**config.mk**
```make
export PLATFORM = sky130hd
export DESIGN_NAME = chunk_download_scoreboard
export DESIGN_NICKNAME = d
export VERILOG_FILES = /design/src/cds_pkg.sv /design/src/cds_table.sv /design/src/cds_ctrl.sv /design/src/chunk_download_scoreboard.sv
export SDC_FILE = /design/constraint.sdc
export NUM_CORES = 2
export LEC_CHECK = 0
export BUFFER_PORTS_ARGS = -buffer_cell sky130_fd_sc_hd__clkbuf_2
export CAP_MARGIN = 25
export CORE_MARGIN = 3
export CORE_UTILIZATION = 55
export CTS_CLUSTER_SIZE = 28
export DETAILED_ROUTE_END_ITERATION = 12
export PLACE_DENSITY = 0.77
export SLEW_MARGIN = 15
export SYNTH_ARGS = -nofsm -noshare
export SYNTH_HDL_FRONTEND = slang
export SYNTH_HIERARCHICAL = 1
export SYNTH_SLANG_ARGS = --single-unit
```
**constraint.sdc**
```tcl
create_clock -name clk -period 9.9 [get_ports clk]
set_input_delay 1.485 -clock clk [delete_from_list [all_inputs] [get_ports clk]]
set_output_delay 1.485 -clock clk [all_outputs]
set_load 0.02 [all_outputs]
```
**src/cds_pkg.sv**
```systemverilog
// Package for the chunk download scoreboard: geometry constants, codes,
// table row layout and the control structs between the modules. No dependencies.
`timescale 1ns / 1ps

package cds_pkg;

  // Download geometry
  localparam int unsigned CHUNK_SHIFT    = 12;
  localparam int unsigned CHUNK_BYTES    = 1 << CHUNK_SHIFT;
  localparam int unsigned SECTION_CHUNKS = 256;
  localparam int unsigned CHUNK_IDX_W    = $clog2(SECTION_CHUNKS);
  localparam int unsigned SECTION_SHIFT  = CHUNK_SHIFT + CHUNK_IDX_W;
  localparam int unsigned SECTION_BYTES  = CHUNK_BYTES * SECTION_CHUNKS;
  localparam int unsigned MAX_TRIES      = 4;

  // Field and state widths
  localparam int unsigned OFF_W     = 32;
  localparam int unsigned FLUSH_W   = SECTION_SHIFT + 1;
  localparam int unsigned TOTAL_W   = CHUNK_IDX_W + 1;
  localparam int unsigned SEC_IDX_W = 12;
  localparam int unsigned SEC_CNT_W = OFF_W - SECTION_SHIFT + 1;
  localparam int unsigned RETRY_W   = 3;
  localparam int unsigned STATUS_W  = 3;

  // Table layout: one memory row holds a group of chunk entries
  localparam int unsigned COL_W       = 4;
  localparam int unsigned ROW_ENTRIES = 1 << COL_W;
  localparam int unsigned ROWS        = SECTION_CHUNKS / ROW_ENTRIES;
  localparam int unsigned ROW_AW      = CHUNK_IDX_W - COL_W;

  // Request codes
  localparam logic [1:0] REQ_START  = 2'd0;
  localparam logic [1:0] REQ_NEXT   = 2'd1;
  localparam logic [1:0] REQ_REPORT = 2'd2;

  // Chunk state codes
  localparam logic [1:0] CST_MISSING = 2'd0;
  localparam logic [1:0] CST_FLIGHT  = 2'd1;
  localparam logic [1:0] CST_GOT     = 2'd2;

  // Result status codes
  localparam logic [STATUS_W-1:0] STAT_OK          = 3'd0;
  localparam logic [STATUS_W-1:0] STAT_NO_MISSING  = 3'd1;
  localparam logic [STATUS_W-1:0] STAT_COMPLETE    = 3'd2;
  localparam logic [STATUS_W-1:0] STAT_NOT_STARTED = 3'd3;
  localparam logic [STATUS_W-1:0] STAT_CANCELLED   = 3'd4;

  typedef enum logic [2:0] {
    ST_IDLE,
    ST_LOAD,
    ST_SCAN,
    ST_RMW,
    ST_RESULT
  } state_t;

  typedef struct packed {
    logic [RETRY_W-1:0] retry;
    logic [1:0]         cst;
  } entry_t;

  typedef entry_t [ROW_ENTRIES-1:0] row_t;

  typedef struct packed {
    logic              clr;
    logic              rd_en;
    logic [ROW_AW-1:0] rd_addr;
    logic              wr_en;
    logic [ROW_AW-1:0] wr_addr;
    row_t              wr_data;
  } tbl_req_t;

  typedef struct packed {
    logic                valid;
    logic [STATUS_W-1:0] status;
    logic [OFF_W-1:0]    next_offset;
    logic [FLUSH_W-1:0]  flush_length;
    logic                section_done;
    logic                download_done;
  } res_t;

endpackage

```
**src/cds_table.sv**
```systemverilog
// Chunk table memory: one row of entries per address, registered read.
// Per-row valid bits give the cleared value without a sweep. Uses cds_pkg.
`timescale 1ns / 1ps

module cds_table (
  input  logic              clk,
  input  logic              rst_n,
  input  cds_pkg::tbl_req_t req,
  output cds_pkg::row_t     rd_row
);

  cds_pkg::row_t                   mem [cds_pkg::ROWS];
  logic [cds_pkg::ROWS-1:0]        vld_r;
  logic [cds_pkg::ROWS-1:0]        vld_nxt;
  cds_pkg::row_t                   rd_data_r;
  logic                            rd_vld_r;

  // Write the addressed row
  always_ff @(posedge clk) begin
    if (req.wr_en) begin
      mem[req.wr_addr] <= req.wr_data;
    end
  end

  // Registered read
  always_ff @(posedge clk) begin
    if (req.rd_en) begin
      rd_data_r <= mem[req.rd_addr];
    end
  end

  // Row valid bits: clear drops them all, a write marks its row
  always_comb begin
    vld_nxt = vld_r;
    if (req.clr) begin
      vld_nxt = '0;
    end else if (req.wr_en) begin
      vld_nxt[req.wr_addr] = 1'b1;
    end
  end

  always_ff @(posedge clk) begin
    if (!rst_n) begin
      vld_r    <= '0;
      rd_vld_r <= 1'b0;
    end else begin
      vld_r <= vld_nxt;
      if (req.rd_en) begin
        rd_vld_r <= vld_r[req.rd_addr];
      end
    end
  end

  // A row never written since the last clear reads as all missing, no retries
  assign rd_row = rd_vld_r ? rd_data_r : '0;

endmodule

```
**src/cds_ctrl.sv**
```systemverilog
// Scoreboard sequencer: decodes requests, scans the table for the first
// missing chunk, updates reported chunks and steps sections. Uses cds_pkg.
`timescale 1ns / 1ps

module cds_ctrl (
  input  logic                        clk,
  input  logic                        rst_n,
  input  logic                        in_valid,
  output logic                        in_stall,
  input  logic [1:0]                  in_req_type,
  input  logic [cds_pkg::OFF_W-1:0]   in_chunk_offset,
  input  logic                        in_chunk_found,
  input  logic [cds_pkg::OFF_W-1:0]   file_size,
  input  cds_pkg::row_t               rd_row,
  output cds_pkg::tbl_req_t           tbl_req,
  output cds_pkg::res_t               res,
  input  logic                        res_ready
);

  cds_pkg::state_t state_r, state_nxt;

  logic                                active_r, active_nxt;
  logic                                finished_r, finished_nxt;
  logic [cds_pkg::OFF_W-1:0]           held_r, held_nxt;
  logic [cds_pkg::SEC_IDX_W-1:0]       sec_idx_r, sec_idx_nxt;
  logic [cds_pkg::TOTAL_W-1:0]         total_r, total_nxt;
  logic [cds_pkg::TOTAL_W-1:0]         done_r, done_nxt;
  logic [cds_pkg::FLUSH_W-1:0]         sec_bytes_r, sec_bytes_nxt;
  logic                                last_r, last_nxt;
  logic [cds_pkg::ROW_AW-1:0]          row_r, row_nxt;
  logic [cds_pkg::COL_W-1:0]           col_r, col_nxt;
  logic                                found_r, found_nxt;

  logic [cds_pkg::STATUS_W-1:0]        res_status_r, res_status_nxt;
  logic [cds_pkg::OFF_W-1:0]           res_next_r, res_next_nxt;
  logic [cds_pkg::FLUSH_W-1:0]         res_flush_r, res_flush_nxt;
  logic                                res_sdone_r, res_sdone_nxt;
  logic                                res_ddone_r, res_ddone_nxt;

  logic                                acc;
  logic                                running;
  logic [cds_pkg::CHUNK_IDX_W-1:0]     in_idx;
  logic                                in_idx_ok;
  logic                                go_load;
  logic                                go_scan;
  logic                                go_rmw;

  // Section geometry
  logic [cds_pkg::SEC_CNT_W-1:0]       cnt_raw;
  logic [cds_pkg::SEC_CNT_W-1:0]       sec_cnt;
  logic                                ld_last;
  logic [cds_pkg::OFF_W-1:0]           ld_base;
  logic [cds_pkg::OFF_W-1:0]           ld_rest;
  logic [cds_pkg::FLUSH_W-1:0]         ld_bytes;
  logic [cds_pkg::TOTAL_W-1:0]         ld_total;

  // Row scan
  logic [cds_pkg::ROW_ENTRIES-1:0]     cand;
  logic                                scan_hit;
  logic [cds_pkg::COL_W-1:0]           scan_pick;
  logic [cds_pkg::TOTAL_W-1:0]         scan_nstart;
  logic                                scan_end;
  logic [63:0]                         scan_off_w;
  cds_pkg::row_t                       scan_row;

  // Read-modify-write of a reported entry
  cds_pkg::entry_t                     rmw_e;
  logic [cds_pkg::RETRY_W:0]           retry_inc;
  logic                                rmw_live;
  logic                                rmw_cancel;
  logic [cds_pkg::TOTAL_W-1:0]         done_inc;
  logic                                rmw_complete;
  logic                                rmw_advance;
  cds_pkg::row_t                       rmw_row;

  assign acc     = in_valid && !in_stall;
  assign running = active_r && !finished_r;
  assign in_idx  = in_chunk_offset[cds_pkg::SECTION_SHIFT-1:cds_pkg::CHUNK_SHIFT];
  assign in_idx_ok = {1'b0, in_idx} < total_r;

  // Request decode on acceptance
  always_comb begin
    go_load = 1'b0;
    go_scan = 1'b0;
    go_rmw  = 1'b0;
    if (acc) begin
      unique case (in_req_type)
        cds_pkg::REQ_START:  go_load = !active_r;
        cds_pkg::REQ_NEXT:   go_scan = running;
        cds_pkg::REQ_REPORT: go_rmw  = running && in_idx_ok;
        default: ;
      endcase
    end
  end

  // Section count, last-section flag, byte count and chunk total
  always_comb begin
    cnt_raw = cds_pkg::SEC_CNT_W'(held_r >> cds_pkg::SECTION_SHIFT)
            + cds_pkg::SEC_CNT_W'(|held_r[cds_pkg::SECTION_SHIFT-1:0]);
    sec_cnt = (cnt_raw == '0) ? cds_pkg::SEC_CNT_W'(1) : cnt_raw;
    ld_last = (cds_pkg::SEC_CNT_W'(sec_idx_r) + cds_pkg::SEC_CNT_W'(1)) >= sec_cnt;
    ld_base = cds_pkg::OFF_W'(sec_idx_r) << cds_pkg::SECTION_SHIFT;
    ld_rest = (held_r > ld_base) ? (held_r - ld_base) : '0;
    if (!ld_last || (ld_rest > cds_pkg::OFF_W'(cds_pkg::SECTION_BYTES))) begin
      ld_bytes = cds_pkg::FLUSH_W'(cds_pkg::SECTION_BYTES);
    end else begin
      ld_bytes = ld_rest[cds_pkg::FLUSH_W-1:0];
    end
    ld_total = ld_bytes[cds_pkg::FLUSH_W-1:cds_pkg::CHUNK_SHIFT]
             + cds_pkg::TOTAL_W'(|ld_bytes[cds_pkg::CHUNK_SHIFT-1:0]);
  end

  // Find the first missing entry of the row within the section
  always_comb begin
    for (int j = 0; j < cds_pkg::ROW_ENTRIES; j++) begin
      cand[j] = (rd_row[j].cst == cds_pkg::CST_MISSING)
             && (cds_pkg::TOTAL_W'({row_r, cds_pkg::COL_W'(j)}) < total_r);
    end
    scan_hit  = |cand;
    scan_pick = '0;
    for (int j = cds_pkg::ROW_ENTRIES - 1; j >= 0; j--) begin
      if (cand[j]) begin
        scan_pick = cds_pkg::COL_W'(j);
      end
    end
    scan_nstart = cds_pkg::TOTAL_W'((32'(row_r) + 32'd1) << cds_pkg::COL_W);
    scan_end    = scan_nstart >= total_r;
    scan_off_w  = (64'(sec_idx_r) << cds_pkg::SECTION_SHIFT)
                | (64'({row_r, scan_pick}) << cds_pkg::CHUNK_SHIFT);
    scan_row            = rd_row;
    scan_row[scan_pick].cst = cds_pkg::CST_FLIGHT;
  end

  // Update the reported entry
  always_comb begin
    rmw_e        = rd_row[col_r];
    retry_inc    = {1'b0, rmw_e.retry} + 1'b1;
    rmw_live     = rmw_e.cst != cds_pkg::CST_GOT;
    rmw_cancel   = retry_inc >= (cds_pkg::RETRY_W + 1)'(cds_pkg::MAX_TRIES);
    done_inc     = done_r + 1'b1;
    rmw_complete = done_inc >= total_r;
    rmw_advance  = (state_r == cds_pkg::ST_RMW) && rmw_live && found_r
                && rmw_complete && !last_r;
    rmw_row      = rd_row;
    if (found_r) begin
      rmw_row[col_r].cst = cds_pkg::CST_GOT;
    end else begin
      rmw_row[col_r].retry = retry_inc[cds_pkg::RETRY_W-1:0];
      if (!rmw_cancel) begin
        rmw_row[col_r].cst = cds_pkg::CST_MISSING;
      end
    end
  end

  // Next state
  always_comb begin
    state_nxt = state_r;
    unique case (state_r)
      cds_pkg::ST_IDLE: begin
        if (acc) begin
          priority if (go_load) begin
            state_nxt = cds_pkg::ST_LOAD;
          end else if (go_scan) begin
            state_nxt = cds_pkg::ST_SCAN;
          end else if (go_rmw) begin
            state_nxt = cds_pkg::ST_RMW;
          end else begin
            state_nxt = cds_pkg::ST_RESULT;
          end
        end
      end
      cds_pkg::ST_LOAD: state_nxt = cds_pkg::ST_RESULT;
      cds_pkg::ST_SCAN: begin
        if (scan_hit || scan_end) begin
          state_nxt = cds_pkg::ST_RESULT;
        end
      end
      cds_pkg::ST_RMW: begin
        state_nxt = rmw_advance ? cds_pkg::ST_LOAD : cds_pkg::ST_RESULT;
      end
      cds_pkg::ST_RESULT: begin
        if (res_ready) begin
          state_nxt = cds_pkg::ST_IDLE;
        end
      end
      default: state_nxt = cds_pkg::ST_IDLE;
    endcase
  end

  // Outputs: handshake, table requests, result beat
  always_comb begin
    in_stall = state_r != cds_pkg::ST_IDLE;
    tbl_req  = '0;
    unique case (state_r)
      cds_pkg::ST_IDLE: begin
        tbl_req.rd_en   = go_scan || go_rmw;
        tbl_req.rd_addr = go_rmw ? in_idx[cds_pkg::CHUNK_IDX_W-1:cds_pkg::COL_W] : '0;
      end
      cds_pkg::ST_LOAD: tbl_req.clr = 1'b1;
      cds_pkg::ST_SCAN: begin
        tbl_req.rd_en   = !scan_hit && !scan_end;
        tbl_req.rd_addr = row_r + 1'b1;
        tbl_req.wr_en   = scan_hit;
        tbl_req.wr_addr = row_r;
        tbl_req.wr_data = scan_row;
      end
      cds_pkg::ST_RMW: begin
        tbl_req.wr_en   = rmw_live;
        tbl_req.wr_addr = row_r;
        tbl_req.wr_data = rmw_row;
      end
      default: ;
    endcase
    res.valid         = state_r == cds_pkg::ST_RESULT;
    res.status        = res_status_r;
    res.next_offset   = res_next_r;
    res.flush_length  = res_flush_r;
    res.section_done  = res_sdone_r;
    res.download_done = res_ddone_r;
  end

  // Scoreboard registers and result fields
  always_comb begin
    active_nxt     = active_r;
    finished_nxt   = finished_r;
    held_nxt       = held_r;
    sec_idx_nxt    = sec_idx_r;
    total_nxt      = total_r;
    done_nxt       = done_r;
    sec_bytes_nxt  = sec_bytes_r;
    last_nxt       = last_r;
    row_nxt        = row_r;
    col_nxt        = col_r;
    found_nxt      = found_r;
    res_status_nxt = res_status_r;
    res_next_nxt   = res_next_r;
    res_flush_nxt  = res_flush_r;
    res_sdone_nxt  = res_sdone_r;
    res_ddone_nxt  = res_ddone_r;
    unique case (state_r)
      cds_pkg::ST_IDLE: begin
        if (acc) begin
          res_status_nxt = cds_pkg::STAT_OK;
          res_next_nxt   = '0;
          res_flush_nxt  = '0;
          res_sdone_nxt  = 1'b0;
          res_ddone_nxt  = 1'b0;
          row_nxt        = go_rmw ? in_idx[cds_pkg::CHUNK_IDX_W-1:cds_pkg::COL_W] : '0;
          col_nxt        = in_idx[cds_pkg::COL_W-1:0];
          found_nxt      = in_chunk_found;
          if (go_load) begin
            held_nxt     = file_size;
            sec_idx_nxt  = '0;
            finished_nxt = file_size == '0;
            active_nxt   = file_size != '0;
          end
          if ((in_req_type == cds_pkg::REQ_NEXT) || (in_req_type == cds_pkg::REQ_REPORT)) begin
            if (finished_r) begin
              res_status_nxt = cds_pkg::STAT_COMPLETE;
            end else if (!active_r) begin
              res_status_nxt = cds_pkg::STAT_NOT_STARTED;
            end
          end
        end
      end
      cds_pkg::ST_LOAD: begin
        sec_bytes_nxt = ld_bytes;
        last_nxt      = ld_last;
        total_nxt     = ld_total;
        done_nxt      = '0;
      end
      cds_pkg::ST_SCAN: begin
        if (scan_hit) begin
          res_next_nxt = scan_off_w[cds_pkg::OFF_W-1:0];
        end else if (scan_end) begin
          res_status_nxt = cds_pkg::STAT_NO_MISSING;
        end else begin
          row_nxt = row_r + 1'b1;
        end
      end
      cds_pkg::ST_RMW: begin
        if (rmw_live) begin
          if (!found_r) begin
            if (rmw_cancel) begin
              active_nxt     = 1'b0;
              res_status_nxt = cds_pkg::STAT_CANCELLED;
            end
          end else begin
            done_nxt = done_inc;
            if (rmw_complete) begin
              res_flush_nxt = sec_bytes_r;
              res_sdone_nxt = 1'b1;
              if (last_r) begin
                active_nxt    = 1'b0;
                finished_nxt  = 1'b1;
                res_ddone_nxt = 1'b1;
              end else begin
                sec_idx_nxt = sec_idx_r + 1'b1;
              end
            end
          end
        end
      end
      default: ;
    endcase
  end

  // Control state
  always_ff @(posedge clk) begin
    if (!rst_n) begin
      state_r    <= cds_pkg::ST_IDLE;
      active_r   <= 1'b0;
      finished_r <= 1'b0;
      held_r     <= '0;
      sec_idx_r  <= '0;
      total_r    <= '0;
      done_r     <= '0;
      last_r     <= 1'b0;
    end else begin
      state_r    <= state_nxt;
      active_r   <= active_nxt;
      finished_r <= finished_nxt;
      held_r     <= held_nxt;
      sec_idx_r  <= sec_idx_nxt;
      total_r    <= total_nxt;
      done_r     <= done_nxt;
      last_r     <= last_nxt;
    end
  end

  // Working and result payload
  always_ff @(posedge clk) begin
    sec_bytes_r  <= sec_bytes_nxt;
    row_r        <= row_nxt;
    col_r        <= col_nxt;
    found_r      <= found_nxt;
    res_status_r <= res_status_nxt;
    res_next_r   <= res_next_nxt;
    res_flush_r  <= res_flush_nxt;
    res_sdone_r  <= res_sdone_nxt;
    res_ddone_r  <= res_ddone_nxt;
  end

endmodule

```
**src/chunk_download_scoreboard.sv**
```systemverilog
// Top level of the chunk download scoreboard: file size register, output
// register, sequencer and chunk table. Uses cds_pkg, cds_table, cds_ctrl.
`timescale 1ns / 1ps

//  channel | ports                                  | direction
//  --------+----------------------------------------+----------------------
//  in      | in_valid in_stall in_req_type          | request beat in
//          | in_chunk_offset in_chunk_found         |
//  out     | out_valid out_stall out_status         | one result beat out
//          | out_next_offset out_flush_length       | per request
//          | out_section_done out_download_done     |
//  cfg     | cfg_we cfg_wdata                       | file size write
//
// One request at a time, accepted only while the sequencer is idle. A start
// clears the table in its load step; a report updates its row, and loads and
// clears the next section when it moves on; a next-chunk request scans one table
// row of 16 entries per scan cycle. Reset clears the table by row valid bits.
// A waiting result sits in the output register while the next beat is
// accepted; the sequencer holds its result only while that register is full.

module chunk_download_scoreboard (
  input  logic                          clk,
  input  logic                          rst_n,
  input  logic                          in_valid,
  output logic                          in_stall,
  input  logic [1:0]                    in_req_type,
  input  logic [cds_pkg::OFF_W-1:0]     in_chunk_offset,
  input  logic                          in_chunk_found,
  output logic                          out_valid,
  input  logic                          out_stall,
  output logic [cds_pkg::STATUS_W-1:0]  out_status,
  output logic [cds_pkg::OFF_W-1:0]     out_next_offset,
  output logic [cds_pkg::FLUSH_W-1:0]   out_flush_length,
  output logic                          out_section_done,
  output logic                          out_download_done,
  input  logic                          cfg_we,
  input  logic [cds_pkg::OFF_W-1:0]     cfg_wdata
);

  logic [cds_pkg::OFF_W-1:0]  file_size_r;
  logic                       out_valid_r, out_valid_nxt;
  cds_pkg::res_t              out_r;
  cds_pkg::res_t              res;
  cds_pkg::tbl_req_t          tbl_req;
  cds_pkg::row_t              rd_row;
  logic                       res_ready;

  // File size register
  always_ff @(posedge clk) begin
    if (!rst_n) begin
      file_size_r <= '0;
    end else if (cfg_we) begin
      file_size_r <= cfg_wdata;
    end
  end

  cds_ctrl u_ctrl (
    .clk             (clk),
    .rst_n           (rst_n),
    .in_valid        (in_valid),
    .in_stall        (in_stall),
    .in_req_type     (in_req_type),
    .in_chunk_offset (in_chunk_offset),
    .in_chunk_found  (in_chunk_found),
    .file_size       (file_size_r),
    .rd_row          (rd_row),
    .tbl_req         (tbl_req),
    .res             (res),
    .res_ready       (res_ready)
  );

  cds_table u_table (
    .clk    (clk),
    .rst_n  (rst_n),
    .req    (tbl_req),
    .rd_row (rd_row)
  );

  // Output register: take a result when empty or being drained
  assign res_ready = !out_valid_r || !out_stall;

  always_comb begin
    out_valid_nxt = out_valid_r && out_stall;
    if (res.valid && res_ready) begin
      out_valid_nxt = 1'b1;
    end
  end

  always_ff @(posedge clk) begin
    if (!rst_n) begin
      out_valid_r <= 1'b0;
    end else begin
      out_valid_r <= out_valid_nxt;
    end
  end

  always_ff @(posedge clk) begin
    if (res.valid && res_ready) begin
      out_r <= res;
    end
  end

  assign out_valid         = out_valid_r;
  assign out_status        = out_r.status;
  assign out_next_offset   = out_r.next_offset;
  assign out_flush_length  = out_r.flush_length;
  assign out_section_done  = out_r.section_done;
  assign out_download_done = out_r.download_done;

endmodule

```
==> Word level (Yosys, flattened, before mapping) <==
Memory sizes are Yosys's and may differ from the RTL's. A register that Yosys moved wholly into a read port is not among the register bits.
Cells that the tools add are included.
{ "word_totals": {"regBits": 264, "ram_bits": 1280, "elab_cells": 291, "mem_count": 1} }
{ "op_classes": {"add_sub_neg": 9, "magnitude_cmp": 30, "n_eq_ne": 25, "n_mux": 112, "n_bitwise": 3, "n_reduce_logical": 85} }
{ "mem_list": {"columns": ["memory", "depth", "word_bits", "rd", "rd_clocked_by_memory_dff", "wr", "line_no", "rtl"], "rows": [
  ["u_table.mem", 16, 80, 1, 1, 1, "cds_table.sv:12", "cds_pkg::row_t mem [cds_pkg::ROWS];"]
]} }
{ "op_table": {"columns": ["operator", "count"], "rows": [
  ["bitwise mux 80 bit", 4],
  ["2-to-1 mux 80 bit", 3],
  ["one-hot mux 85 bit (2 select lines)", 1],
  ["less-than comparator 8 x 9 -> 1 bit", 17],
  ["2-to-1 mux 21 bit", 5],
  ["2-to-1 mux 32 bit", 3],
  ["2-to-1 mux 4 bit", 20],
  ["2-to-1 mux 12 bit", 6],
  ["one-hot mux 32 bit (2 select lines)", 1],
  ["demux 5 bit (select 4 bit)", 3],
  ["2-to-1 mux 3 bit", 15],
  ["one-hot mux 21 bit (2 select lines)", 1],
  ["zero test 2 bit", 17],
  ["greater-than comparator 32 x 21 -> 1 bit (second input constant)", 1],
  ["greater-than comparator 32 bit", 1],
  ["zero test 32 bit", 1],
  ["OR 32 x 20 -> 32 bit", 1],
  ["nonzero test 32 bit", 1],
  ["subtractor 32 bit", 1],
  ["logical AND 1 bit", 29],
  ["2-to-1 mux 1 bit", 29],
  ["AND reduction 7 bit", 4],
  ["one-hot mux 12 bit (2 select lines)", 1],
  ["inequality test 2 x 1 -> 1 bit (second input constant)", 11],
  ["other kinds (52)", 88]
]} }

==> Depth between registers and ports, before layout <==
{ "depth": {"depth_word": 30, "mapped_depth": 29, "mapped_depth_nobuf": 27} }

==> Modules after synthesis <==
The synthesis kept the hierarchy.
{ "by_module_without_submodules": {"columns": ["mod", "n_inst", "cells_each", "area_per_inst_um2", "seq_area_each_um2"], "rows": [
  ["cds_table", 1, 2016, 51643.3, 41179.5],
  ["cds_ctrl", 1, 1333, 11184.5, 3643.5],
  ["chunk_download_scoreboard", 1, 166, 3026.7, 2402.3]
]} }

==> Least setup slack after synthesis <==
OpenSTA, ideal clock, no wires.
{ "synth_timing": {"path_type": "register to register", "from": "register u_ctrl/row_r[0] (netlist bit)", "to": "memory u_table/mem[0][0] (netlist bit) (enable)", "setup_ns": 0.619, "arrival_time_ns": 8.227, "required_ns": 9.281, "path_slack_ns": 1.054, "path_stages_with_launch": 14, "n_path_buf": 2, "synth_period_minus_slack_ns": 8.846, "path_cell_list": "edfxtp_1 > inv_1 > ha_1 > buf_2 > nor2b_1 > nor2_1 > a2111o_1 > and3_1 > clkbuf_1 > nand3b_1 > o21ai_1 > nand2_1 > or3b_2 > nor3_1"} }
{ "synth_rtl": {"columns": ["item", "line_no", "rtl"], "rows": [
  ["start: declaration", "cds_ctrl.sv:30", "logic [cds_pkg::ROW_AW-1:0] row_r, row_nxt;"],
  ["start signal: assignment", "cds_ctrl.sv:334", "row_r <= row_nxt;"],
  ["end: declaration", "cds_table.sv:12", null]
]} }

==> Worst setup path after layout <==
{ "layout_timing": {"from": "register u_ctrl/held_r[0] (netlist bit)", "to": "register u_ctrl/total_r[8] (netlist bit)"} }
{ "layout_via": {"elab_cells_between_ends": 14, "cone_classes": "3 x add/sub; 3 x order compare; 3 x mux; 5 x reduce/logical"} }
{ "layout_rtl": {"columns": ["item", "line_no", "rtl"], "rows": [
  ["start: declaration", "cds_ctrl.sv:24", "logic [cds_pkg::OFF_W-1:0] held_r, held_nxt;"],
  ["start signal: assignment", "cds_ctrl.sv:323", "held_r <= held_nxt;"],
  ["OR reduction 20 bit", "cds_ctrl.sv:99", "+ cds_pkg::SEC_CNT_W'(|held_r[cds_pkg::SECTION_SHIFT-1:0]);"],
  ["adder 12 x 1 -> 13 bit", "cds_ctrl.sv:99", null],
  ["zero test 13 bit", "cds_ctrl.sv:100", "sec_cnt = (cnt_raw == '0) ? cds_pkg::SEC_CNT_W'(1) : cnt_raw;"],
  ["2-to-1 mux 13 bit", "cds_ctrl.sv:100", null],
  ["greater-or-equal comparator 13 bit", "cds_ctrl.sv:101", "ld_last = (cds_pkg::SEC_CNT_W'(sec_idx_r) + cds_pkg::SEC_CNT_W'(1)) >= sec_cnt;"],
  ["zero test 1 bit", "cds_ctrl.sv:104", "if (!ld_last || (ld_rest > cds_pkg::OFF_W'(cds_pkg::SECTION_BYTES))) begin"],
  ["logical OR 1 bit", "cds_ctrl.sv:104", null],
  ["2-to-1 mux 21 bit *", "cds_ctrl.sv:104", null],
  ["named net u_ctrl.ld_bytes, one bit", "cds_ctrl.sv:54", "logic [cds_pkg::FLUSH_W-1:0] ld_bytes;"],
  ["adder 9 x 1 -> 9 bit *", "cds_ctrl.sv:110", "+ cds_pkg::TOTAL_W'(|ld_bytes[cds_pkg::CHUNK_SHIFT-1:0]);"],
  ["end signal: assignment", "cds_ctrl.sv:325", "total_r <= total_nxt;"],
  ["end: declaration", "cds_ctrl.sv:26", "logic [cds_pkg::TOTAL_W-1:0] total_r, total_nxt;"]
]} }
Mark *: on every way through the listed nets, which the timed path passes. The rest lies on a longest branch.
A chain may end at the register's enable or synchronous reset.

==> impl_results.md <==
- Routed len/inst: 28.94 um
- PD cells: 185.4 mW/mm^2
- Hpwl dp: 84030 um
- Setup violators final: 0
- Die area: 0.1239 mm^2
- Slowest CP cell: a2111oi_0
- Outcome: finished clean
- Predominant post-synthesis flop cell: edfxtp_1
- Number of flops mapped to enable cells by yosys: 1494
- Setup Fix Bufs, Post-CTS: 0
- I/O pin count: 132
- Post-CTS Resized: 0
- Clk slew on worst S/H paths: 60 ps
- Hold_buf cts: 0
- Layout area overhead: 12.19%
- Hold Violations, Final: 0
- DRT Pass-1 Iters: 5
- Layout cells sized above 1: 25.19%
- Synth warn: 6
- Syn avg cell area: 18.74 um^2
- Switching portion of total power: 20.11%
- WL final: 158000 um
- Final period utilization: 62.47%
- Routed vias: 35370
- Comb pwr share: 2.3%
- Async set-reset flop share out of synthesis: 0%
- Clk network pwr share: 43.5%
- Top cells by area, synth: edfxtp_1 68%, mux4_2 14%, dfxtp_1 3.6%
- Initial core utilization: 55.62%
- Htree depth: 4
- Pin count of the biggest net entering global routing: 118
- Worst-Skew Late Latency: 760 ps
- First-pass GRT wire length: 235800 um
- Core ar.: 0.1184 mm^2
- Post-Syn Area: 0.06585 mm^2
- Clock Skew: 35.19 ps
- CTS tree: yes
- Hold_ws: 407.2 ps
- Pleak: 20.38 nW
- Yosys reg bits: 1612
- Net Sw Power: 2.754 mW
- CP max stage delay: 480 ps
- Worst vdd ir: 0.1625 mV
- Max clock buf depth: 3
- Via density: 6.479
- Sequential share of power: 54.2%
- Path category of the worst min-delay check: reg -> reg
- Fin area: 0.07388 mm^2
- Sequential-to-total area share from yosys stat: 71.71%
- Fmax: 161.7 MHz
- Placed cell area: 0.06846 mm^2
- Synth top area share: 68.12%
- Critical path capture point type: register
- Unrepaired setup endpoints after global routing: no
- Arrival time at the worst endpoint: 6830 ps
- Setup TNS: 0 ps
- Crit Path Max Fanout: 25
- CTS Root Cell: clkbuf_16
- Die Span Y: 352.0 um
- Top delay family on crit path: simple AND/OR/NAND/NOR gates
- Period minus WS final: 6185 ps
- CTS sink cnt: 1612
- PnR worst setup slack: 3715 ps
- Most frequent CP cell: ha_1
- DIE WIDTH: 352.0 um
- Antenna violations before repair: 1
- 1st-iter DRT viols: 4507
- Post-route antenna net violation count: 0
- Synth cell types: 105
- WP buf/inv: 1
- Yosys top cell by area: edfxtp_1
- Worst rel slew slack: 25.01%
- Gp weighted congestion: 0.8948
- Worst-Margin Slew: 1125 ps
- Dpl ws: 3600 ps
- Vias in the first global route: 35450
- IO buf count: 107
- GRT Residual Overflow: 0
- Final Non-Filler Cells: 5459
- Syn Inst Count: 3515
- NumNets Final: 3861
- Total CTS buffers: 157
- Max-slew violation count: 0
- Crit path kind: reg -> reg
- Row cnt: 126
- Worst EP required: 10540 ps
- Startpoint types: register
- DRC violations left: 0
- Maxcap violations: 0
- Internal power: 10.94 mW
- Dpl cells: 5143
- Gr usage total: 25.66%
==> per-layer routing <==
layer | share of wire [%] | track usage, %
met3 | 11 | 4.888
met1 | 37 | 35.55
met5 | 0 | 0
met2 | 49 | 41.20
met4 | 3.6 | 9.402
==> metrics by stage <==
step	utilization, %	total power, mW
final	62.40	13.70
after global routing	62.40	14.09
after CTS	62.20	13.79
after detailed placement	57.83	7.875
after global placement	57.77	7.870
after floorplan	-	7.777
==> final timing paths <==
path | startpoint | endpoint | slack (ps) | depth (start not counted)
hold reg to reg | u_ctrl/res_flush_r[13]$_SDFFCE_PN0P_ | out_flush_length[13]$_DFFE_PP_ | 410 | 0
setup reg to reg | u_ctrl/held_r[0]$_SDFFE_PN0P_ | u_ctrl/total_r[8]$_SDFFE_PN0P_ | 3720 | 27
setup / recovery | u_ctrl/held_r[0]$_SDFFE_PN0P_ | u_ctrl/total_r[8]$_SDFFE_PN0P_ | 3720 | 27
hold / removal | u_ctrl/res_flush_r[13]$_SDFFCE_PN0P_ | out_flush_length[13]$_DFFE_PP_ | 410 | 0
==> Yosys cell counts, types with 9 or more instances <==
library cell,instances
o211ai_1,29
nor4_1,19
nor2_1,129
xor2_1,15
o211ai_2,9
clkbuf_1,94
o221ai_1,12
o21ai_0,77
inv_1,46
a21oi_1,84
xnor2_1,14
buf_4,37
nand2b_1,14
and3_1,43
and2_1,110
ha_1,62
o21ai_1,11
a211oi_1,27
nand3b_1,9
mux2i_1,40
nor2b_1,64
mux4_2,417
nand2_1,185
nor3_1,17
dfxtp_1,118
buf_1,15
o31ai_1,12
buf_2,23
nand3_1,54
buf_6,20
a22o_1,9
o21a_1,24
nand4_1,24
edfxtp_1,1494
==> cell families (layout without fill, tap and decap cells) <==
logic type | Yosys count | after routing | share of synthesized area [%]
AOI/OAI and AO/OA | 386 | 386 | 4.085
and+or+nand+nor | 717 | 717 | 5.664
adders and majority gates | 63 | 63 | 1.208
other | 1 | 13 | 0.005694
buffers and inverters | 246 | 578 | 1.980
muxes | 461 | 461 | 14.96
DFF | 1612 | 1612 | 71.71
xor gates and xnor gates | 29 | 29 | 0.3857
==> placed cells by master (no fill, tap or decap), types with 24 or more instances in the layout <==
cell	instances
o21ai_0	75
o21a_1	24
clkinv_1	34
mux2i_1	40
clkbuf_16	161
nand4_1	24
nor2b_1	63
and2_1	109
nor2_1	117
and3_1	43
mux4_2	417
nand2_1	185
clkinv_2	29
edfxtp_1	1494
inv_1	46
buf_4	105
a21oi_1	79
dfxtp_1	117
clkbuf_2	108
o211ai_1	29
ha_1	62
nand3_1	54
clkbuf_1	30
==> cell type report <==
| cell class | instances | area, um^2 |
|---|---|---|
| Antenna cell | 1 | 2.502 |
| Clock inverter | 96 | 977.2 |
| Timing Repair Buffer | 236 | 1688 |
| Inverter | 51 | 191.4 |
| Multi-Input combinational cell | 1668 | 17600 |
| Tap cell | 1600 | 2002 |
| Sequential cell | 1612 | 47230 |
| Clock buffer | 195 | 4197 |
| Fill cell | 7962 | 44520 |
==> sequential cells by signal, indices dropped and copies added, names as in the netlist, 9 cells and up <==
register and count:
u_ctrl/held_r 32, u_ctrl/sec_bytes_r 21, out_flush_length 21, u_ctrl/done_r 9
u_ctrl/res_flush_r 21, u_table/rd_data_r 80, file_size_r 32, u_ctrl/total_r 9
u_ctrl/res_next_r 20, u_table/mem 1280, u_table/vld_r 16, out_next_offset 32
u_ctrl/sec_idx_r 12
==> power groups by stage <==
stage / registers [mW] / clock network (mW) / logic (mW)
6_report: 7.42 / 5.96 / 0.317
5_1_grt: 7.42 / 6.33 / 0.341
3_5_place_dp: 7.56 / 0 / 0.311
3_3_place_gp: 7.56 / 0 / 0.307
4_1_cts: 7.42 / 6.06 / 0.312
2_1_floorplan: 7.57 / 0 / 0.207
Power figures use the tool's default switching activity.
